--- src/rtl/core/pc_pkg.sv ---
// Package for the correlation block: item types, snapshot and multiplier
// structs, status codes, sequencer states and width constants. No dependencies.
package pc_pkg;

  localparam int SAMPLE_W  = 16;
  localparam int COUNT_W   = 13;
  localparam int SUM_W     = 29;
  localparam int SQ_W      = 44;
  localparam int CORR_W    = 16;
  localparam int MUL_W     = 64;
  localparam int PROD_W    = 128;
  localparam int ROOT_W    = 144;
  localparam int Q_W       = 15;
  localparam logic [COUNT_W-1:0] MAX_PAIRS = 13'd4096;

  typedef enum logic [1:0] {
    STATUS_OK   = 2'd0,
    STATUS_FEW  = 2'd1,
    STATUS_FLAT = 2'd2,
    STATUS_OVF  = 2'd3
  } status_t;

  typedef enum logic [2:0] {
    BK_IDLE,
    BK_CHECK,
    BK_MUL_START,
    BK_MUL_WAIT,
    BK_ROOT_SUM,
    BK_ROOT_CMP,
    BK_FINISH,
    BK_OUT
  } back_state_t;

  typedef struct packed {
    logic signed [SAMPLE_W-1:0] x_sample;
    logic signed [SAMPLE_W-1:0] y_sample;
    logic                       last_item;
  } sample_t;

  typedef struct packed {
    logic signed [CORR_W-1:0] correlation;
    logic [1:0]               status;
    logic [COUNT_W-1:0]       sample_count;
  } result_t;

  typedef struct packed {
    logic [COUNT_W-1:0]     count;
    logic signed [SUM_W-1:0] sum_x;
    logic signed [SUM_W-1:0] sum_y;
    logic [SQ_W-1:0]        sum_xx;
    logic [SQ_W-1:0]        sum_yy;
    logic signed [SQ_W-1:0] sum_xy;
    logic                   overflow;
  } snap_t;

  typedef struct packed {
    logic             start;
    logic [MUL_W-1:0] a;
    logic [MUL_W-1:0] b;
  } mul_req_t;

  typedef struct packed {
    logic              done;
    logic [PROD_W-1:0] product;
  } mul_rsp_t;

endpackage

--- src/rtl/core/pc_queue.sv ---
// Two-entry queue of sum snapshots between the front end and the back end.
// Depends on pc_pkg.
module pc_queue (
  input  logic          clk,
  input  logic          rst,
  input  logic          push,
  input  pc_pkg::snap_t push_snap,
  input  logic          pop,
  output pc_pkg::snap_t head,
  output logic          full,
  output logic          empty
);

  pc_pkg::snap_t slots [2];
  logic          wr_ptr;
  logic          rd_ptr;
  logic [1:0]    fill;

  assign full  = (fill == 2'd2);
  assign empty = (fill == 2'd0);
  assign head  = slots[rd_ptr];

  always_ff @(posedge clk) begin
    if (push) begin
      slots[wr_ptr] <= push_snap;
    end
  end

  always_ff @(posedge clk) begin
    if (rst) begin
      wr_ptr <= 1'b0;
      rd_ptr <= 1'b0;
      fill   <= 2'd0;
    end else begin
      if (push) begin
        wr_ptr <= ~wr_ptr;
      end
      if (pop) begin
        rd_ptr <= ~rd_ptr;
      end
      fill <= fill + {1'b0, push} - {1'b0, pop};
    end
  end

endmodule

--- config.mk ---
export PLATFORM = sky130hd
export DESIGN_NAME = pc_queue
export DESIGN_NICKNAME = d
export VERILOG_FILES = /design/src/rtl/core/pc_pkg.sv /design/src/rtl/core/pc_queue.sv
export SDC_FILE = /design/constraint.sdc
export NUM_CORES = 1
export LEC_CHECK = 0
export BUFFER_PORTS_ARGS = -buffer_cell sky130_fd_sc_hd__buf_2
export CAP_MARGIN = 10
export CORE_ASPECT_RATIO = 1.1
export CORE_MARGIN = 5
export CORE_UTILIZATION = 42
export CTS_CLUSTER_SIZE = 25
export DETAILED_ROUTE_END_ITERATION = 10
export PLACE_DENSITY = 0.78
export REMOVE_ABC_BUFFERS = 1
export SLEW_MARGIN = 20
export SYNTH_ARGS = -nofsm -noshare
export SYNTH_HDL_FRONTEND = slang
export SYNTH_SLANG_ARGS = --single-unit
--- constraint.sdc ---
create_clock -name clk -period 10.4 [get_ports clk]
set_input_delay 0.52 -clock clk [delete_from_list [all_inputs] [get_ports clk]]
set_output_delay 0.52 -clock clk [all_outputs]
set_load 0.1 [all_outputs]
==> reports/results.txt <==
Worst clock skew - 0.0165 ns
Chip width - 194 um
CTS resizes - 0
Initial antenna violation count - 6
Largest cells by area after synthesis - edfxtp_1, mux2_4, mux2_2
Cell area after synthesis - 15600 um2
Simple-gate portion of the synthesized area - 0.281%
Largest fanout on the critical path - 59
# Post-CTS Setup Buffers - 0
CP required - 9.88 ns
CP arrival - 3.76 ns
Total GRT Usage - 14.8%
Initial DRC count - 386
Yosys reg bits - 413
Design area - 19500 um2
Maximum VDD drop - 0.146 mV
Global-route wire length before repair - 47300 um
Final Setup Violations - 0
H-Tree Depth - 2
Final hold vios - 0
CTS Buf Count - 41
Yosys top cell area share - 78.5%
Power per Cell Area - 231 nW/um2
Clock Root Buffer - clkbuf_16
HPWL Detailed - 22300 um
Utilization after layout - 52.8%
Most Frequent Cell on Critical Path - buf_4
Status - finished clean
Routability cong. - 0.774
Antenna-violating nets left - 0
Hold Path Class - input pin to register
Adder-Cell Fraction of Synth Area - 0.160%
Remaining global-route overflow - 0
Max Root-Sink Buffers - 3
Initial cell density of the core - 42.2%
Post-Syn Area per Cell - 23.8 um2
Clk slew on worst S/H paths - 0.06 ns
Max frequency - 234 MHz
Multiplexer area fraction after synthesis - 18.6%
Layout cells sized above 1 - 60.6%
Kind of critical path - register to output port
RSZ-0062 raised after global routing - false
Total power - 4.51 mW
Area post-placement - 18100 um2
Critical path's slowest cell - buf_4
Slew at the pin with the worst max-slew slack - 1.10 ns
DRT Pass-1 Iters - 5
Sequential fraction of the synthesis area - 79.2%
Yosys cell types - 13
Max Slew Vio Count - 0
Area leader, netlist - edfxtp_1
Cell Rows - 74
Clock latency at the later pin of the worst-skew pair - 0.53 ns
Reg2reg setup slack - 7.49 ns
Hold_buf cts - 0
Crit path largest cell delay - 0.89 ns
Die height - 212 um
DRC viols - 0
Critical Path End Type - output port
Largest net degree at the start of global routing - 137
CTS sink cnt - 413
Routed length per placed instance - 19.7 um
Setup TNS - 0 ns
CP Buf/Inv Count - 3
Post-Synth XOR/XNOR Area - 0.257%
Port Buf Inserts - 413
Worst slew margin - 26.8%
CP Launch Type - register
Max Cap Viol - 0
Synth Area in Compound Gates - 0%
Crit path max-delay family - buffers and inverters
Core area - 36900 um2
Cells after Synth - 656
Vias/cell - 4.65
Period utilisation layout - 41.2%
CTS tree - built
Number of global-route vias before repair - 8345
Main combinational cell family by area after synthesis - multiplexers
Die footprint - 41100 um2
Crit-path cells - buf_4, buf_4, mux2_2, buf_2
P&R area growth vs syn - 25.0%
Fillers - 2924
Hold WS - 0.171 ns
Vias - 7569
Routed WL - 32100 um
P_leak - 7.63 nW
Fin crit period - 4.28 ns
Final #Nets - 1307
IO Count - 414
Yosys warns - 0
[registers in the layout, indices dropped and copies added (netlist names), named ones only]
name	count
fill	2
wr_ptr	1
rd_ptr	1
slots	408
[where the power goes]
| part | total [mW] | internal, mW | switching [mW] |
|---|---|---|---|
| combinational | 1.06 | 0.225 | 0.835 |
| sequential | 1.98 | 1.95 | 0.0332 |
| clock | 1.47 | 0.892 | 0.580 |
| total | 4.51 | 3.06 | 1.45 |
[area by class of cell]
| type | instances | area, um2 | area share (%) |
|---|---|---|---|
| tap | 494 | 618 | 3.17 |
| clock inverter | 16 | 214 | 1.10 |
| antenna | 4 | 10.0 | 0.0513 |
| timing repair buffer | 421 | 2140 | 11.0 |
| sequential | 413 | 12400 | 63.3 |
| clock buffer | 58 | 1140 | 5.86 |
| inverter | 2 | 7.51 | 0.0385 |
| multi-input combinational | 218 | 3020 | 15.5 |
[cell usage in the layout (no fill, tap or decap), types with 2 or more instances in the layout]
cell and n:
edfxtp_1 408, bufinv_16 5, buf_2 413, clkinv_2 3, buf_4 6, clkinv_4 2, clkbuf_16 43, nor2_1 5
diode_2 4, nor2b_1 2, xnor2_1 2, clkbuf_1 14, dfxtp_1 4, mux2_4 160, clkinv_1 4, ha_1 2
mux2_2 44, inv_1 2
[cell families after synthesis]
group / after synthesis
XOR/XNOR: 3
buffers and inverters: 25
AND/OR/NAND/NOR: 9
adder cells (fa/ha/maj): 2
flip-flops: 413
multiplexers: 204
[through the flow]
stage                     std cells  setup WS, ns
after floorplan                 633         0.280
after global placement         1548          6.68
after detailed placement       1548          6.59
after CTS                      1622          6.00
after global routing           1626          5.90
final                          1626          6.12
[worst paths after layout]
path | from | end | cells past startpoint
worst max-delay path | register | head[18] | 4
worst min-delay path | push_snap[8] | slots[1][8]$_DFFE_PP_ | 1
worst max register to register | wr_ptr$_SDFFE_PP0P_ | slots[1][116]$_DFFE_PP_ | 3
worst min register to register | rd_ptr$_SDFFE_PP0P_ | register | 2
[layer usage]
| metal | vias to the layer above | share of wire (%) | track usage [%] |
|---|---|---|---|
| li1 | 3501 | - | - |
| met1 | 3707 | 36 | 16.2 |
| met2 | 296 | 53 | 26.8 |
| met3 | 61 | 7.9 | 5.06 |
| met4 | 4 | 3.1 | 5.76 |
| met5 | - | 0.062 | 0 |
[cells in the mapped netlist (all sizes together)]
cell type	count
edfxtp	408
dfxtp	5
inv	2
nor2b	3
buf	23
mux2	204
xnor2	2
xnor3	1
ha	2
nor2	5
and2	1
[worst reg2reg max path, stage by stage, from the launching register on]
cell and delay [ns]:
dfxtp_1 0.41, and2_4 0.50, buf_4 0.67, buf_4 0.86
No activity file was read; power rests on OpenSTA's default activity.
