[config.mk]
export PLATFORM = sky130hd
export DESIGN_NAME = pc_mul
export DESIGN_NICKNAME = d
export VERILOG_FILES = /design/src/rtl/core/pc_pkg.sv /design/src/rtl/core/pc_mul.sv
export SDC_FILE = /design/constraint.sdc
export NUM_CORES = 2
export LEC_CHECK = 0
export ABC_CLOCK_PERIOD_IN_PS = 24200
export BUFFER_PORTS_ARGS = -buffer_cell sky130_fd_sc_hd__buf_2
export CORE_MARGIN = 1.5
export CORE_UTILIZATION = 52
export CTS_CLUSTER_SIZE = 20
export DETAILED_ROUTE_END_ITERATION = 12
export GPL_ROUTABILITY_DRIVEN = 1
export HOLD_SLACK_MARGIN = 0.03
export PLACE_DENSITY = 0.8
export SLEW_MARGIN = 15
export SYNTH_ARGS = -nofsm -noshare
export SYNTH_HDL_FRONTEND = slang
export SYNTH_SLANG_ARGS = --single-unit
[constraint.sdc]
create_clock -name clk -period 24.2 [get_ports clk]
set_input_delay 2.42 -clock clk [delete_from_list [all_inputs] [get_ports clk]]
set_output_delay 2.42 -clock clk [all_outputs]
set_load 0.05 [all_outputs]
[src/rtl/core/pc_pkg.sv]
// Package for the correlation block: item types, snapshot and multiplier
// structs, status codes, sequencer states and width constants. No dependencies.
package pc_pkg;

  localparam int SAMPLE_W  = 16;
  localparam int COUNT_W   = 13;
  localparam int SUM_W     = 29;
  localparam int SQ_W      = 44;
  localparam int CORR_W    = 16;
  localparam int MUL_W     = 64;
  localparam int PROD_W    = 128;
  localparam int ROOT_W    = 144;
  localparam int Q_W       = 15;
  localparam logic [COUNT_W-1:0] MAX_PAIRS = 13'd4096;

  typedef enum logic [1:0] {
    STATUS_OK   = 2'd0,
    STATUS_FEW  = 2'd1,
    STATUS_FLAT = 2'd2,
    STATUS_OVF  = 2'd3
  } status_t;

  typedef enum logic [2:0] {
    BK_IDLE,
    BK_CHECK,
    BK_MUL_START,
    BK_MUL_WAIT,
    BK_ROOT_SUM,
    BK_ROOT_CMP,
    BK_FINISH,
    BK_OUT
  } back_state_t;

  typedef struct packed {
    logic signed [SAMPLE_W-1:0] x_sample;
    logic signed [SAMPLE_W-1:0] y_sample;
    logic                       last_item;
  } sample_t;

  typedef struct packed {
    logic signed [CORR_W-1:0] correlation;
    logic [1:0]               status;
    logic [COUNT_W-1:0]       sample_count;
  } result_t;

  typedef struct packed {
    logic [COUNT_W-1:0]     count;
    logic signed [SUM_W-1:0] sum_x;
    logic signed [SUM_W-1:0] sum_y;
    logic [SQ_W-1:0]        sum_xx;
    logic [SQ_W-1:0]        sum_yy;
    logic signed [SQ_W-1:0] sum_xy;
    logic                   overflow;
  } snap_t;

  typedef struct packed {
    logic             start;
    logic [MUL_W-1:0] a;
    logic [MUL_W-1:0] b;
  } mul_req_t;

  typedef struct packed {
    logic              done;
    logic [PROD_W-1:0] product;
  } mul_rsp_t;

endpackage

[src/rtl/core/pc_mul.sv]
// Sequential 64 by 64 unsigned multiplier built from four 32 by 32 partial
// products, one per cycle, each added in the next cycle. Depends on pc_pkg.
module pc_mul (
  input  logic             clk,
  input  logic             rst,
  input  pc_pkg::mul_req_t req,
  output pc_pkg::mul_rsp_t rsp
);

  logic [pc_pkg::MUL_W-1:0]  a_r;
  logic [pc_pkg::MUL_W-1:0]  b_r;
  logic [pc_pkg::PROD_W-1:0] acc;
  logic [pc_pkg::MUL_W-1:0]  pp;
  logic [1:0]                pp_idx;
  logic [2:0]                cnt;
  logic                      busy;
  logic                      done;
  logic [31:0]               a_limb;
  logic [31:0]               b_limb;
  logic [pc_pkg::PROD_W-1:0] pp_ext;
  logic [pc_pkg::PROD_W-1:0] pp_shifted;

  assign a_limb = cnt[1] ? a_r[63:32] : a_r[31:0];
  assign b_limb = cnt[0] ? b_r[63:32] : b_r[31:0];
  assign pp_ext = {64'd0, pp};

  always_comb begin
    unique case (pp_idx)
      2'd0:    pp_shifted = pp_ext;
      2'd1:    pp_shifted = pp_ext << 32;
      2'd2:    pp_shifted = pp_ext << 32;
      default: pp_shifted = pp_ext << 64;
    endcase
  end

  always_ff @(posedge clk) begin
    if (req.start) begin
      a_r <= req.a;
      b_r <= req.b;
      acc <= '0;
    end else if (busy) begin
      if (cnt != 3'd4) begin
        pp     <= a_limb * b_limb;
        pp_idx <= cnt[1:0];
      end
      if (cnt != 3'd0) begin
        acc <= acc + pp_shifted;
      end
    end
  end

  always_ff @(posedge clk) begin
    if (rst) begin
      busy <= 1'b0;
      done <= 1'b0;
      cnt  <= 3'd0;
    end else begin
      done <= 1'b0;
      if (req.start) begin
        busy <= 1'b1;
        cnt  <= 3'd0;
      end else if (busy) begin
        cnt <= cnt + 3'd1;
        if (cnt == 3'd4) begin
          busy <= 1'b0;
          done <= 1'b1;
        end
      end
    end
  end

  assign rsp.done    = done;
  assign rsp.product = acc;

endmodule

==> flow_summary.toml <==
[routing]
drt_wl_total_um = 189000
drc = 0
drtAntennaViolNets = 0
dr.pass1.iters = 6
avgViaCountPerCell = 6.08
wire_per_inst_um = 25.5
via_count = 45057
drtIter0Drc = 5105

[clock_tree]
clkTransAtPathRegs_ns = 0.06
cts_tree = "built"
cts_buffers = 39
htreeDepth = 2
clock_latency_ns = 0.63
hold_buffers = 0
cts_sinks = 327
clockBufferDepth = 3
cts_root_buffer = "clkbuf_16"
postCtsResizedCells = 0
cts_setup_buffers = 0

[yosys]
synth_fa_ha_area_share_pct = 43.4
synth_flop_cell = "edfxtp_1"
synth-seq-cells = 327
synth_compound_area_share_pct = 11.3
ys_top_cells_by_count = "inv_1 (937), fa_1 (897), nand2_1 (775), nor2_1 (726), ha_1 (394)"
synth_edf_count = 194
synth_cells = 5950
synthMuxAreaShare_pct = 2.66
synth_async_sr_flop_share_pct = 0
syn-num-nets = 7372
yosysWarnings = 0
ys_types = 80
synth_most_common_cell = "inv_1"
syn-cell-area_um2 = 52700
synthTopCellsByArea = "fa_1 (34%), edfxtp_1 (11%), ha_1 (9.4%)"
syn_avg_cell_area_um2 = 8.86
synth_top_family_by_area = "adder cells"
yosysSeqAreaShare_pct = 16.1
yosys.area.top_type_share_pct = 34.1
synth_top_cell_by_area = "fa_1"
synth_xor_area_share_pct = 2.88
synth-simple-area-share_pct = 14.7

[placed_design]
portBuffers = 259
dp_hpwl_um = 146000
gp_congestion = 1.08
dp.cells = 7333
post-place-ws_ns = 14.09

[worst_setup_path]
regToRegEndpoint = "pp[61]"
crit_top_cell = "fa_1"
critPathLaunchType = "flop"
cp_max_fo = 38
worst_setup_path_end_kind = "flop"
critical_path_class = "reg2reg"
critical-path-max-stage-delay_ns = 1.01
slowest_stage = "mux2i_4"
critPathTopFamily = "adder cells"
critPathRequiredTime_ns = 24.66
r2r_start = "cnt[1]"
rrSetupSlack_ns = 13.96
cp.arrival_ns = 10.70
r2r_cells = 28
path_buf_inv = 5

[min_path]
hold_depth = 2
hp-class = "reg2reg"
holdPathEnd = "acc[12]"
hp-start = "acc[12]"

[sta]
clock.fmax_mhz = 97.7
rsz0062_at_grt = "false"
fin_crit_ns = 10.24
worst_pin_slew_ns = 1.22
fin_skew_ns = 0.0394
hold_violations = 0
slew_headroom_pct = 16.9
setup_viol = 0
slew_violations = 0
finalSetupTns_ns = 0
setup_ws_ns = 13.96
fin_crit_sh_pct = 42.3

[global_routing]
grtUsageMet2_pct = 55.2
busiest_layer = "met2"
grt_util_all_layers_pct = 36.6
grt_pass1_wl_um = 280000
antenna_found_initial = 9
grt_max_degree = 67
use_met1_pct = 47.3
grt_pass1_vias = 45804
grt_util_met3_pct = 10.3
grt_remaining_overflow = 0

[finish]
nets = 7439
post_route_cells_drive_above_1_share_pct = 8.87
layout-area-overhead-vs-synth_pct = 7.81
fin_util_pct = 56.6
final_cells = 7407

[flow_run]
max-cap-violations = 0

[floorplanning]
dieArea_um2 = 103000
rows = 116
core_area_um2 = 100000
ioPinCount = 260
die_h_um = 321
die_w_um = 321
start_util_pct = 52.5

[outcome]
outcome = "complete, no violations"
per-layer routing:
layer | wire [um] | up-vias
met1 | 70500 | 22068
met5 | 49 | -
met3 | 24400 | 749
met2 | 80800 | 3094
met4 | 13200 | 8
li1 | - | 19138
worst register-to-register path, delay by kind of cell, from the launching register on:
kind	cells	cell delay, ns
AO/OA/AOI/OAI	9	2.28
buffers and inverters	5	0.97
AND/OR/NAND/NOR	4	0.67
adder cells (fa/ha/maj)	9	4.45
flip-flops	1	0.64
multiplexers	1	1.07
cell families after synthesis:
logic type	Yosys count
and+or+nand+nor	1849
adders and majority gates	1291
buffers and inverters	1246
AOI/OAI and AO/OA	932
DFF	327
xor gates and xnor gates	173
muxes	132
per-stage QoR:
step | area (um^2) | hold slack, ns
4_1_cts | 56800 | 0.471
3_5_place_dp | 55400 | 0.463
6_report | 56800 | 0.477
5_1_grt | 56800 | 0.498
3_3_place_gp | 55400 | 0.457
2_1_floorplan | 52700 | 0.432
worst max path at each step:
stage | from | endpoint | slack [ns] | depth (start not counted)
after floorplan | cnt[0] | pp[61] | 15.10 | 31
after global placement | cnt[1] | pp[61] | 14.26 | 28
after detailed placement | cnt[1] | pp[61] | 14.09 | 28
after CTS | cnt[1] | pp[61] | 14.06 | 28
after global routing | cnt[1] | pp[61] | 13.63 | 28
final | cnt[1] | pp[61] | 13.96 | 28
cells in the final DEF (no fill, tap or decap), types with 71 or more instances in the layout:
master,count
dfxtp_1,131
a21oi_1,339
buf_2,258
xnor2_1,119
a21o_1,122
fa_1,897
nand4_1,85
buf_4,76
nand2_1,775
inv_1,937
edfxtp_1,194
ha_1,393
and2_1,71
o21ai_0,173
nor2_1,725
cell type report:
cell class,count,area (um^2)
clock inverters,23,330
fillers,8847,43500
clock buffers,47,1030
inverters,937,3520
multi-input cells,4377,39800
well taps,1357,1700
flip-flops and latches,327,8500
repair buffers,335,1880
diodes,4,10.0
state kept, by name (all words and copies together), names as in the netlist:
register,count
b_r,64
pp,64
pp_idx,2
acc,128
a_r,64
busy,1
cnt,3
done,1
Power is left out: the tool's default activity adds up to more than one toggle a clock period on the data nets, which glitch-free logic cannot reach.
