`config.mk`:
```
export PLATFORM = sky130hd
export DESIGN_NAME = pc_front
export DESIGN_NICKNAME = d
export VERILOG_FILES = /design/src/rtl/core/pc_pkg.sv /design/src/rtl/core/pc_front.sv
export SDC_FILE = /design/constraint.sdc
export NUM_CORES = 2
export LEC_CHECK = 0
export BUFFER_PORTS_ARGS = -buffer_cell sky130_fd_sc_hd__buf_2
export CORE_AREA = 4 4 327 362
export CTS_CLUSTER_DIAMETER = 80
export DETAILED_ROUTE_END_ITERATION = 12
export DIE_AREA = 0 0 331 366
export PLACE_DENSITY = 0.69
export SYNTH_ARGS = -nofsm -noshare
export SYNTH_HDL_FRONTEND = slang
export SYNTH_SLANG_ARGS = --single-unit
```
`constraint.sdc`:
```
create_clock -name clk -period 10.7 [get_ports clk]
set_input_delay 1.605 -clock clk [delete_from_list [all_inputs] [get_ports clk]]
set_output_delay 1.605 -clock clk [all_outputs]
set_load 0.02 [all_outputs]
```
`src/rtl/core/pc_pkg.sv`:
```
// Package for the correlation block: item types, snapshot and multiplier
// structs, status codes, sequencer states and width constants. No dependencies.
package pc_pkg;

  localparam int SAMPLE_W  = 16;
  localparam int COUNT_W   = 13;
  localparam int SUM_W     = 29;
  localparam int SQ_W      = 44;
  localparam int CORR_W    = 16;
  localparam int MUL_W     = 64;
  localparam int PROD_W    = 128;
  localparam int ROOT_W    = 144;
  localparam int Q_W       = 15;
  localparam logic [COUNT_W-1:0] MAX_PAIRS = 13'd4096;

  typedef enum logic [1:0] {
    STATUS_OK   = 2'd0,
    STATUS_FEW  = 2'd1,
    STATUS_FLAT = 2'd2,
    STATUS_OVF  = 2'd3
  } status_t;

  typedef enum logic [2:0] {
    BK_IDLE,
    BK_CHECK,
    BK_MUL_START,
    BK_MUL_WAIT,
    BK_ROOT_SUM,
    BK_ROOT_CMP,
    BK_FINISH,
    BK_OUT
  } back_state_t;

  typedef struct packed {
    logic signed [SAMPLE_W-1:0] x_sample;
    logic signed [SAMPLE_W-1:0] y_sample;
    logic                       last_item;
  } sample_t;

  typedef struct packed {
    logic signed [CORR_W-1:0] correlation;
    logic [1:0]               status;
    logic [COUNT_W-1:0]       sample_count;
  } result_t;

  typedef struct packed {
    logic [COUNT_W-1:0]     count;
    logic signed [SUM_W-1:0] sum_x;
    logic signed [SUM_W-1:0] sum_y;
    logic [SQ_W-1:0]        sum_xx;
    logic [SQ_W-1:0]        sum_yy;
    logic signed [SQ_W-1:0] sum_xy;
    logic                   overflow;
  } snap_t;

  typedef struct packed {
    logic             start;
    logic [MUL_W-1:0] a;
    logic [MUL_W-1:0] b;
  } mul_req_t;

  typedef struct packed {
    logic              done;
    logic [PROD_W-1:0] product;
  } mul_rsp_t;

endpackage

```
`src/rtl/core/pc_front.sv`:
```
// Front end: accumulates count and exact sums, one pair per cycle while accept is high.
// Pushes a snapshot of the sums on the last pair. Depends on pc_pkg.
module pc_front (
  input  logic            clk,
  input  logic            rst,
  input  logic            accept,
  input  pc_pkg::sample_t sample,
  output logic            push,
  output pc_pkg::snap_t   snap
);

  logic [pc_pkg::COUNT_W-1:0]     count;
  logic signed [pc_pkg::SUM_W-1:0] sum_x;
  logic signed [pc_pkg::SUM_W-1:0] sum_y;
  logic [pc_pkg::SQ_W-1:0]        sum_xx;
  logic [pc_pkg::SQ_W-1:0]        sum_yy;
  logic signed [pc_pkg::SQ_W-1:0] sum_xy;
  logic                           overflow;

  logic signed [2*pc_pkg::SAMPLE_W-1:0] xx;
  logic signed [2*pc_pkg::SAMPLE_W-1:0] yy;
  logic signed [2*pc_pkg::SAMPLE_W-1:0] xy;
  logic                                 full;

  assign xx   = sample.x_sample * sample.x_sample;
  assign yy   = sample.y_sample * sample.y_sample;
  assign xy   = sample.x_sample * sample.y_sample;
  assign full = (count == pc_pkg::MAX_PAIRS);

  // The snapshot already includes the pair being accepted, unless the count is already full.
  always_comb begin
    snap.count    = count;
    snap.sum_x    = sum_x;
    snap.sum_y    = sum_y;
    snap.sum_xx   = sum_xx;
    snap.sum_yy   = sum_yy;
    snap.sum_xy   = sum_xy;
    snap.overflow = overflow | full;
    if (!full) begin
      snap.count  = count + 13'd1;
      snap.sum_x  = sum_x + pc_pkg::SUM_W'(sample.x_sample);
      snap.sum_y  = sum_y + pc_pkg::SUM_W'(sample.y_sample);
      snap.sum_xx = sum_xx + pc_pkg::SQ_W'(unsigned'(xx));
      snap.sum_yy = sum_yy + pc_pkg::SQ_W'(unsigned'(yy));
      snap.sum_xy = sum_xy + pc_pkg::SQ_W'(xy);
    end
  end

  assign push = accept & sample.last_item;

  always_ff @(posedge clk) begin
    if (rst || push) begin
      count    <= '0;
      sum_x    <= '0;
      sum_y    <= '0;
      sum_xx   <= '0;
      sum_yy   <= '0;
      sum_xy   <= '0;
      overflow <= 1'b0;
    end else if (accept) begin
      count    <= snap.count;
      sum_x    <= snap.sum_x;
      sum_y    <= snap.sum_y;
      sum_xx   <= snap.sum_xx;
      sum_yy   <= snap.sum_yy;
      sum_xy   <= snap.sum_xy;
      overflow <= snap.overflow;
    end
  end

endmodule

```
==> metrics.md <==
| Metric | Value |
|---|---|
| Required time of the critical path | `9100 ps` |
| Async set or reset register ratio after synthesis | `0` |
| Core Rows | `131` |
| Chip width | `331 um` |
| Total number of H-tree levels | `1` |
| Initial antenna violation count | `5` |
| Most common cell after layout, fill and taps aside | `inv_1` |
| Number of flops mapped to enable cells by yosys | `0` |
| #FFs+latches synth | `204` |
| Failing checks | `negative setup slack` |
| Clock sink total | `204` |
| Worst setup SP type | `input port` |
| Least-Margin Pin Slew | `1048 ps` |
| CP max FO | `8` |
| Area grow syn2layout | `21.58%` |
| Filler cell count | `10620` |
| # DRC | `0` |
| CP Class | `input port to output port` |
| DRT Wirelength | `139100 um` |
| Clock Path Buffers | `3` |
| WL per Instance | `18.26 um` |
| CTS clk-pin slew, worst paths | `60 ps` |
| Main synth FF type | `dfxtp_1` |
| Die H | `366 um` |
| Routability cong. | `0.8899` |
| GRT overflow | `0` |
| Initial Util | `0.3969` |
| Critical Path AT | `9190 ps` |
| Reg area | `4084 um2` |
| RSZ-0062 raised after global routing | `true` |
| Largest net degree at the start of global routing | `76` |
| Post-CTS Hold Buffers | `0` |
| First-pass GRT wire length | `222600 um` |
| Avg Cell Area, Syn | `8.376 um2` |
| Multi-input gate area | `38470 um2` |
| Global Route met3 Usage | `0.04004` |
| TritonCTS Buffers | `31` |
| Count of pins over their slew limit | `0` |
| Core box area | `114900 um2` |
| Final WS setup | `-92.47 ps` |
| CTS tree | `done` |
| Minimum clock period after layout | `10790 ps` |
| Seq/Total Area, Yosys | `0.08955` |
| Final-report hold violation count | `0` |
| I/O pins | `241` |
| GRT Util Overall | `0.2308` |
| Outcome | `finished, violations left` |
| Die ar. | `121100 um2` |
| Vias/cell | `5.142` |
| Final Cycle Share | `1.009` |
| Worst relative slew slack | `0.2937` |
| Achievable Freq | `92.66 MHz` |
| Mapped Area | `45600 um2` |
| Drt first pass iters | `7` |
| Commonest cells after routing, fill and taps aside | `inv_1, fa_1, nand2_1, buf_4, nor2_1` |
| Iteration-0 DRC Markers | `2450` |
| Share of layout cells above drive strength 1 | `0.1963` |
| CP dominant cell by count | `fa_1` |
| Max Cap Viol | `0` |
| Cell count after synthesis | `5445` |
| Port bufs | `240` |
| Netlist cell types | `79` |
| CP max-delay cell | `fa_1` |
| Clock Skews | `12.85 ps` |
| Setup violators final | `4` |
| Worst-skew pair later-pin latency | `630 ps` |
| Vias in the first global route | `41020` |
| DP Worst Slack | `-657.7 ps` |
| Clk Tree Root Cell | `clkbuf_16` |
| GR peak layer | `met2` |
| M1 GR Usage | `0.3010` |
| Mapped Nets | `6728` |
| Top-area cell type share of the netlist area | `0.3608` |
| Final net count | `7345` |
| Max incr delay on CP | `550 ps` |
| Ys Warns | `0` |
| Routed Antenna Nets | `0` |
| Hold Crit Class | `flop to flop` |
| Grt met2 use | `0.3875` |
| DR vias | `39180` |
| Area contributors post-synth | `fa_1, ha_1, dfxtp_1` |
| Critical Path Sink Type | `output port` |
| Biggest area consumer among synthesized cells | `fa_1` |
| Hpwl dp | `111100 um` |
metrics by stage:
stage / hold WS, ps / setup TNS (ps) / area, um2 / utilization / cells
finish: 473.1 / -197.8 / 55450 / 0.4826 / 7619
global route: 497.0 / -5799 / 55440 / 0.4825 / 7616
CTS: 475.3 / -3.875 / 54020 / 0.4702 / 7582
detailed placement: 462.0 / -14490 / 51740 / 0.4503 / 7496
global placement: 445.3 / -11420 / 51740 / 0.4503 / 7496
floorplan: 428.0 / 0 / 45660 / - / 5445
worst max-delay path: cells and delay by family:
family | cells | cell delay (ps)
AOI/OAI and AO/OA | 12 | 1850
xor gates and xnor gates | 2 | 300
adders and majority gates | 8 | 3710
buffers and inverters | 12 | 1140
and+or+nand+nor | 3 | 570
registers in the layout (all words and copies together) (netlist names):
register  flops
sum_yy       44
sum_xy       44
sum_x        29
count        13
sum_xx       44
overflow      1
sum_y        29
final cells by class:
| type | count | share of cell area |
|---|---|---|
| Multi-Input combinational cell | 3999 | 0.6939 |
| Timing Repair Buffer | 795 | 0.1075 |
| Sequential cell | 204 | 0.07366 |
| Inverter | 1031 | 0.06989 |
| Tap cell | 1529 | 0.03450 |
| Clock buffer | 36 | 0.01487 |
| Clock inverter | 22 | 0.005529 |
| Antenna cell | 3 | 0.0001354 |
synthesized netlist by cell type, types with 14 or more instances:
library cell     n
nand2b_1        29
o21ai_0        137
nand3_1         68
xnor2_1        185
o21a_1          37
o21bai_1        23
nor3_1          55
nand2_1        800
and2_1         119
clkbuf_1       188
inv_1         1024
a211oi_1        21
mux2i_1         49
buf_1           23
or3_1           17
or2_2           20
a31oi_1         14
a311oi_1        29
ha_1           425
nor2b_1         29
nand4_1         18
dfxtp_1        204
fa_1           822
a21o_1          90
and3_1          33
a21oi_1        268
xor2_1          94
o31ai_1         19
nor2_1         436
final timing paths:
path	depth (start not counted)	to	slack, ps	start
worst max register to register	23	sum_xy[43]$_SDFFE_PP0P_	4510	sum_xy[15]$_SDFFE_PP0P_
worst max-delay path	37	snap[81]	-90	sample[8]
worst min register to register	2	overflow$_SDFFE_PP0P_	470	overflow$_SDFFE_PP0P_
worst min-delay path	2	overflow$_SDFFE_PP0P_	470	overflow$_SDFFE_PP0P_
kinds of logic after synthesis:
kind of cell | synth area share
flops | 0.08955
compound gates | 0.1086
fa+ha+maj | 0.4774
simple gates | 0.1566
buf+inv | 0.1022
mux | 0.01199
xor+xnor | 0.05358
routing by layer:
metal  routed length (um)  up-vias
li1                     -    18260
met1                56850    19450
met2                66490     1193
met3                10020      269
met4                 5730        4
met5                   33        -
what timing repair did:
item                       4_1_cts  5_1_grt
pin swaps                      106      164
setup endpoints to repair       42       59
setup buffers                   30       38
gates cloned                     1        0
gates resized for setup        229      290
Power is not shown: default switching activity piles up to over one toggle a cycle in this logic, so the estimate is an artifact.
