**src/rtl/core/pc_pkg.sv**
```systemverilog
// Package for the correlation block: item types, snapshot and multiplier
// structs, status codes, sequencer states and width constants. No dependencies.
package pc_pkg;

  localparam int SAMPLE_W  = 16;
  localparam int COUNT_W   = 13;
  localparam int SUM_W     = 29;
  localparam int SQ_W      = 44;
  localparam int CORR_W    = 16;
  localparam int MUL_W     = 64;
  localparam int PROD_W    = 128;
  localparam int ROOT_W    = 144;
  localparam int Q_W       = 15;
  localparam logic [COUNT_W-1:0] MAX_PAIRS = 13'd4096;

  typedef enum logic [1:0] {
    STATUS_OK   = 2'd0,
    STATUS_FEW  = 2'd1,
    STATUS_FLAT = 2'd2,
    STATUS_OVF  = 2'd3
  } status_t;

  typedef enum logic [2:0] {
    BK_IDLE,
    BK_CHECK,
    BK_MUL_START,
    BK_MUL_WAIT,
    BK_ROOT_SUM,
    BK_ROOT_CMP,
    BK_FINISH,
    BK_OUT
  } back_state_t;

  typedef struct packed {
    logic signed [SAMPLE_W-1:0] x_sample;
    logic signed [SAMPLE_W-1:0] y_sample;
    logic                       last_item;
  } sample_t;

  typedef struct packed {
    logic signed [CORR_W-1:0] correlation;
    logic [1:0]               status;
    logic [COUNT_W-1:0]       sample_count;
  } result_t;

  typedef struct packed {
    logic [COUNT_W-1:0]     count;
    logic signed [SUM_W-1:0] sum_x;
    logic signed [SUM_W-1:0] sum_y;
    logic [SQ_W-1:0]        sum_xx;
    logic [SQ_W-1:0]        sum_yy;
    logic signed [SQ_W-1:0] sum_xy;
    logic                   overflow;
  } snap_t;

  typedef struct packed {
    logic             start;
    logic [MUL_W-1:0] a;
    logic [MUL_W-1:0] b;
  } mul_req_t;

  typedef struct packed {
    logic              done;
    logic [PROD_W-1:0] product;
  } mul_rsp_t;

endpackage

```
**src/rtl/core/pc_back.sv**
```systemverilog
// Back end: sequencer that forms the variances and covariance with the shared
// multiplier, then finds the Q1.15 ratio bit by bit. Depends on pc_pkg.
module pc_back (
  input  logic             clk,
  input  logic             rst,
  input  logic             q_empty,
  input  pc_pkg::snap_t    head,
  output logic             pop,
  output pc_pkg::mul_req_t mul_req,
  input  pc_pkg::mul_rsp_t mul_rsp,
  output logic             result_valid,
  input  logic             result_stall,
  output pc_pkg::result_t  result
);

  pc_pkg::back_state_t state;
  pc_pkg::back_state_t state_next;
  pc_pkg::snap_t       snap;
  pc_pkg::status_t     status;
  logic [2:0]          step;
  logic [63:0]         vx;
  logic [63:0]         vy;
  logic signed [63:0]  num;
  logic [pc_pkg::PROD_W-1:0] dd;
  logic [pc_pkg::PROD_W-1:0] m0;
  logic [pc_pkg::ROOT_W-1:0] p_acc;
  logic [pc_pkg::ROOT_W-1:0] a_acc;
  logic [pc_pkg::ROOT_W-1:0] e_acc;
  logic [pc_pkg::ROOT_W-1:0] t_sum;
  logic [pc_pkg::Q_W-1:0]    q;
  logic [3:0]                bit_idx;

  logic [pc_pkg::SUM_W-1:0]  sx_mag;
  logic [pc_pkg::SUM_W-1:0]  sy_mag;
  logic [pc_pkg::SQ_W-1:0]   sxy_mag;
  logic [63:0]               p64;
  logic [63:0]               vy_sub;
  logic                      num_neg;
  logic [63:0]               mag;
  logic [pc_pkg::ROOT_W-1:0] m_full;
  logic [16:0]               q_mag;
  logic [pc_pkg::CORR_W-1:0] corr;

  assign sx_mag  = snap.sum_x[pc_pkg::SUM_W-1] ? pc_pkg::SUM_W'(-snap.sum_x)
                                               : pc_pkg::SUM_W'(snap.sum_x);
  assign sy_mag  = snap.sum_y[pc_pkg::SUM_W-1] ? pc_pkg::SUM_W'(-snap.sum_y)
                                               : pc_pkg::SUM_W'(snap.sum_y);
  assign sxy_mag = snap.sum_xy[pc_pkg::SQ_W-1] ? pc_pkg::SQ_W'(-snap.sum_xy)
                                               : pc_pkg::SQ_W'(snap.sum_xy);
  assign p64     = mul_rsp.product[63:0];
  assign vy_sub  = vy - p64;
  assign num_neg = num[63];
  assign mag     = num_neg ? 64'(-num) : 64'(num);
  assign m_full  = pc_pkg::ROOT_W'(m0) << 30;

  // Operands of each product of the sequence.
  always_comb begin
    mul_req.start = (state == pc_pkg::BK_MUL_START);
    unique case (step)
      3'd0: begin
        mul_req.a = 64'(snap.count);
        mul_req.b = 64'(snap.sum_xx);
      end
      3'd1: begin
        mul_req.a = 64'(sx_mag);
        mul_req.b = 64'(sx_mag);
      end
      3'd2: begin
        mul_req.a = 64'(snap.count);
        mul_req.b = 64'(snap.sum_yy);
      end
      3'd3: begin
        mul_req.a = 64'(sy_mag);
        mul_req.b = 64'(sy_mag);
      end
      3'd4: begin
        mul_req.a = 64'(snap.count);
        mul_req.b = 64'(sxy_mag);
      end
      3'd5: begin
        mul_req.a = 64'(sx_mag);
        mul_req.b = 64'(sy_mag);
      end
      3'd6: begin
        mul_req.a = vx;
        mul_req.b = vy;
      end
      default: begin
        mul_req.a = mag;
        mul_req.b = mag;
      end
    endcase
  end

  always_comb begin
    state_next = state;
    unique case (state)
      pc_pkg::BK_IDLE: begin
        if (!q_empty) state_next = pc_pkg::BK_CHECK;
      end
      pc_pkg::BK_CHECK: begin
        if (snap.overflow || snap.count < 13'd2) state_next = pc_pkg::BK_FINISH;
        else state_next = pc_pkg::BK_MUL_START;
      end
      pc_pkg::BK_MUL_START: state_next = pc_pkg::BK_MUL_WAIT;
      pc_pkg::BK_MUL_WAIT: begin
        if (mul_rsp.done) begin
          priority if (step == 3'd3 && (vx == 64'd0 || vy_sub == 64'd0)) begin
            state_next = pc_pkg::BK_FINISH;
          end else if (step == 3'd7) begin
            state_next = pc_pkg::BK_ROOT_SUM;
          end else begin
            state_next = pc_pkg::BK_MUL_START;
          end
        end
      end
      pc_pkg::BK_ROOT_SUM: state_next = pc_pkg::BK_ROOT_CMP;
      pc_pkg::BK_ROOT_CMP: begin
        if (bit_idx == 4'd0) state_next = pc_pkg::BK_FINISH;
        else state_next = pc_pkg::BK_ROOT_SUM;
      end
      pc_pkg::BK_FINISH: state_next = pc_pkg::BK_OUT;
      default: begin
        if (!result_stall) state_next = pc_pkg::BK_IDLE;
      end
    endcase
  end

  always_comb begin
    pop          = (state == pc_pkg::BK_IDLE) && !q_empty;
    result_valid = (state == pc_pkg::BK_OUT);
  end

  // Exactly minus one reaches the most negative code.
  always_comb begin
    if (num_neg && q == 15'h7fff && dd == m0) q_mag = 17'h08000;
    else q_mag = {2'b00, q};
    if (status != pc_pkg::STATUS_OK) corr = '0;
    else if (num_neg) corr = pc_pkg::CORR_W'(17'd0 - q_mag);
    else corr = pc_pkg::CORR_W'(q_mag);
  end

  always_ff @(posedge clk) begin
    if (rst) begin
      state <= pc_pkg::BK_IDLE;
    end else begin
      state <= state_next;
    end
  end

  always_ff @(posedge clk) begin
    unique case (state)
      pc_pkg::BK_IDLE: begin
        if (!q_empty) snap <= head;
      end
      pc_pkg::BK_CHECK: begin
        step <= 3'd0;
        priority if (snap.overflow) status <= pc_pkg::STATUS_OVF;
        else if (snap.count < 13'd2) status <= pc_pkg::STATUS_FEW;
        else status <= pc_pkg::STATUS_OK;
      end
      pc_pkg::BK_MUL_WAIT: begin
        if (mul_rsp.done) begin
          step <= step + 3'd1;
          unique case (step)
            3'd0: vx <= p64;
            3'd1: vx <= vx - p64;
            3'd2: vy <= p64;
            3'd3: begin
              vy <= vy_sub;
              if (vx == 64'd0 || vy_sub == 64'd0) status <= pc_pkg::STATUS_FLAT;
            end
            3'd4: num <= snap.sum_xy[pc_pkg::SQ_W-1] ? -signed'(p64) : signed'(p64);
            3'd5: begin
              if (snap.sum_x[pc_pkg::SUM_W-1] ^ snap.sum_y[pc_pkg::SUM_W-1]) begin
                num <= num + signed'(p64);
              end else begin
                num <= num - signed'(p64);
              end
            end
            3'd6: dd <= mul_rsp.product;
            default: begin
              m0      <= mul_rsp.product;
              p_acc   <= '0;
              a_acc   <= '0;
              e_acc   <= pc_pkg::ROOT_W'(dd) << 28;
              q       <= '0;
              bit_idx <= 4'd14;
            end
          endcase
        end
      end
      pc_pkg::BK_ROOT_SUM: t_sum <= p_acc + a_acc + e_acc;
      pc_pkg::BK_ROOT_CMP: begin
        if (t_sum <= m_full) begin
          p_acc      <= t_sum;
          a_acc      <= (a_acc >> 1) + e_acc;
          q[bit_idx] <= 1'b1;
        end else begin
          a_acc <= a_acc >> 1;
        end
        e_acc   <= e_acc >> 2;
        bit_idx <= bit_idx - 4'd1;
      end
      pc_pkg::BK_FINISH: begin
        result.correlation  <= corr;
        result.status       <= status;
        result.sample_count <= snap.count;
      end
      default: ;
    endcase
  end

  a_done_in_wait: assert property (@(posedge clk) disable iff (rst)
    mul_rsp.done |-> state == pc_pkg::BK_MUL_WAIT)
    else $error("multiplier finished outside its wait state");

  a_root_ends: assert property (@(posedge clk) disable iff (rst)
    (state == pc_pkg::BK_ROOT_CMP && bit_idx == 4'd0) |=> state == pc_pkg::BK_FINISH)
    else $error("root search did not end after its last bit");

  a_ok_needs_two: assert property (@(posedge clk) disable iff (rst)
    (result_valid && result.status == pc_pkg::STATUS_OK) |-> result.sample_count >= 13'd2)
    else $error("ok status given with fewer than two pairs");

endmodule

```
**config.mk**
```make
export PLATFORM = sky130hd
export DESIGN_NAME = pc_back
export DESIGN_NICKNAME = d
export VERILOG_FILES = /design/src/rtl/core/pc_pkg.sv /design/src/rtl/core/pc_back.sv
export SDC_FILE = /design/constraint.sdc
export NUM_CORES = 2
export LEC_CHECK = 0
export ABC_CLOCK_PERIOD_IN_PS = 31000
export CAP_MARGIN = 10
export CORE_UTILIZATION = 42
export CTS_CLUSTER_SIZE = 40
export DETAILED_ROUTE_END_ITERATION = 12
export DONT_BUFFER_PORTS = 1
export GPL_TIMING_DRIVEN = 0
export PLACE_DENSITY = 0.55
export SLEW_MARGIN = 10
export SYNTH_ARGS = -nofsm -noshare
export SYNTH_HDL_FRONTEND = slang
export SYNTH_SLANG_ARGS = --single-unit
```
**constraint.sdc**
```tcl
create_clock -name clk -period 31 [get_ports clk]
set_clock_uncertainty 0.15 [all_clocks]
set_input_delay 6.2 -clock clk [delete_from_list [all_inputs] [get_ports clk]]
set_output_delay 6.2 -clock clk [all_outputs]
set_load 0.1 [all_outputs]
```
==> flow_summary_export.csv <==
group,metric,value,unit
status,outcome,"finished with violations",
status,violations,"max-capacitance violations, max-slew violations",
global_routing,grt_pass1_vias,74900,
die,start_util,42.3,%
cts,hold_buffers,0,
yosys,synth_top_area_cell,"edfxtp_1",
power,swShare,37.3,%
timing,tightestPinTransition,1530,ps
power,power.density,56.8,nW/um^2
power,comb_power_share,30.3,%
placement,gp_congestion,1.00,
yosys,syn_area,91000,um^2
setup_path,cpMostUsedCell,"buf_6",
detailed_routing,first_pass_iters,8,
timing,setup_viol_count_final,0,
cts,numCtsBuffers,158,
setup_path,crit_chain,"nor4_4, buf_6, buf_6, buf_6, buf_6, buf_8",
setup_path,slowest_stage,"nor4_4",
timing,holdWs,364,ps
yosys,syn_nets,10500,
cts,ctsHtreeMaxLevel,4,
global_routing,grt.total_usage,34.8,%
timing,fin_ws,16910,ps
setup_path,crit_arrival,7740,ps
placement,place.port_buffers,0,
final_layout,fillerInstances,20500,
die,rows,170,
die,die_y,467,um
die,die_area,218000,um^2
final_layout,drive_above_1_share,5.28,%
timing,fin_crit_sh,45.5,%
die,core-area,215000,um^2
placement,place_area,96500,um^2
detailed_routing,via_count,78800,
global_routing,grt_pass1_wl,545000,um
detailed_routing,wire_per_inst,30.7,um
min_path,hp-class,"reg2reg",
global_routing,grt_max_degree,53,
yosys,ys_top_cells_by_area,"edfxtp_1 42%, ha_1 8.3%, nand2_1 4.9%, xnor2_1 4.6%, a21oi_1 4.1%",
power,power.switching,2150,uW
setup_path,crit_family,"buffers and inverters",
cts,ctsResizeCount,0,
detailed_routing,final_antenna_net_count,0,
timing,rsz0062_at_grt,"no",
setup_path,worstPathRequired,24650,ps
timing,setup_tns,0,ps
yosys,syn_inst,9410,
flow_run,cap_violations,1,
setup_path,crit_fanout,15,
timing,hold_violations,0,
final_layout,final_area,102000,um^2
final_layout,final_common_cell,"edfxtp_1",
power,power.leakage,0.0387,uW
timing,max_freq,70.9,MHz
cts,cts_tree,"done",
placement,dp_hpwl,319000,um
final_layout,multi_input_area,49800,um^2
global_routing,gr-total-overflow,0,
die,io_pins,499,
power,power.clock.fraction,32.9,%
setup_path,cp-end-kind,"output port",
placement,placedCellCount,12400,
detailed_routing,initialDrtViolationCount,9384,
cts,clkLatencyLatePin,850,ps
cts,clkTransAtPathRegs,50,ps
setup_path,worst_setup_path_start_kind,"primary input",
global_routing,grt_antenna_before_repair,21,
final_layout,final_cell_mix,"1283 x edfxtp_1, 1194 x nand2_1, 751 x a21oi_1",
timing,finalMaxSlewViolations,11,
cts,root_buffer,"clkbuf_16",
setup_path,crit_type,"in2out",
final_layout,final_cells,12700,
yosys,ys.flop_type,"edfxtp_1",
detailed_routing,routed_wirelength,389000,um
yosys,synth.avg_cell_area,9.67,um^2
detailed_routing,drc,0,
timing,finalCriticalPeriod,14090,ps
die,fp.dieW,467,um
final_layout,fin_nets,10800,
final_layout,syn2layout_area_growth,11.9,%
yosys,synthArstFlopShare,0,%
power,p_seq_share,36.8,%
power,worst_ir_drop_vdd,0.0850,mV
yosys,synth.distinct_cells,94,
yosys,yosys.area.top_type_share,42.4,%
detailed_routing,avgViaCountPerCell,6.22,
setup_path,cp_slowest_stage_delay,450,ps
cts,cts_setup_buffers,0,
final_layout,regArea,38600,um^2
placement,pre_cts_ws,16820,ps
yosys,synth_seq_cells,1286,
power,cell_internal_pwr,3620,uW
yosys,synth_edf_count,1283,
setup_path,cp_num_buf_inv,5,
timing,timing.max_slew.rel_slack,-2.15,%
yosys,yosysSeqAreaShare,42.4,%
yosys,yosysWarnings,0,
cts,clock_sinks,1286,
cts,cts_buffer_depth,3,
[area by class of cell]
cell class | instances | area share (%)
multi-input cells | 7338 | 49.0
well taps | 2838 | 3.49
plain buffers | 450 | 1.71
inverters | 336 | 1.24
clock inverters | 86 | 1.01
diodes | 37 | 0.0910
clock buffers | 190 | 4.05
repair buffers | 108 | 1.52
flip-flops and latches | 1286 | 37.9
[per-layer routing]
layer  up-vias  GRT usage, %  part of all wire, %
li1      35500             -                    -
met1     39000          46.2                   42
met2      3635          53.3                   44
met3       652          7.73                  8.9
met4         4          17.0                  5.5
met5         -             0               0.0069
[stage by stage]
stage                     total power [uW]  utilization [%]
after floorplan                       3350                -
after global placement                3840             44.0
after detailed placement              3860             44.9
after CTS                             5760             47.3
after global routing                  5970             47.3
final                                 5780             47.4
[worst paths after layout]
path / startpoint / to / slack [ps] / depth (start not counted)
worst min register to register: snap[191] / result[0] / 360 / 0
worst max register to register: a_acc[40] / t_sum[139] / 23510 / 16
worst max-delay path: q_empty / pop / 16910 / 6
worst min-delay path: snap[191] / result[0] / 360 / 0
[synth_stat cells, types with 57 or more instances]
library cell  number
edfxtp_1        1283
nand2_1         1194
a21oi_1          752
o21ai_0          671
nor2_1           643
ha_1             605
xnor2_1          478
clkbuf_1         409
xor2_1           337
inv_1            331
a21o_1           320
and3_1           220
nand4_1          194
nand3_1          185
fa_1             148
nor3_1           127
nor4_1           105
o21bai_1         104
o31ai_1           99
or3_1             80
nand2b_1          79
nor2b_1           74
a211oi_1          69
a31oi_1           68
a221oi_1          67
o21a_1            57
[kinds of logic (layout without fill, tap and decap cells)]
family          after synthesis  in the layout  share of synthesized area (%)
fa+ha+maj                   753            753                           11.6
flops                      1286           1286                           42.4
xor+xnor                    815            815                           7.85
simple gates               3083           3083                           16.0
mux                          57             57                          0.630
compound gates             2630           2630                           18.2
other cells                   0             37                              0
buf+inv                     786           1170                           3.26
[worst register-to-register path, delay by kind of cell (launching register included)]
family                     cells  cell delay, ps
AOI/OAI and AO/OA              8            3960
and+or+nand+nor                4            1380
adders and majority gates      2             780
DFF                            1             460
buffers and inverters          1             310
xor gates and xnor gates       1             190
[power by group through the flow]
stage               logic (uW)  registers, uW  clock network (uW)
finish                    1750           2120                1900
global route              1860           2130                1980
CTS                       1720           2120                1920
detailed placement        1700           2160                   0
global placement          1630           2210                   0
floorplan                 1190           2150                   0
[registers in the layout (all words and copies together) (netlist names)]
signal   cells
a_acc      144
bit_idx      4
dd         128
e_acc      144
m0         128
num         64
p_acc      144
q           15
result      31
snap       204
state        3
status       2
step         3
t_sum      144
vx          64
vy          64
Power figures use the tool's default switching activity.
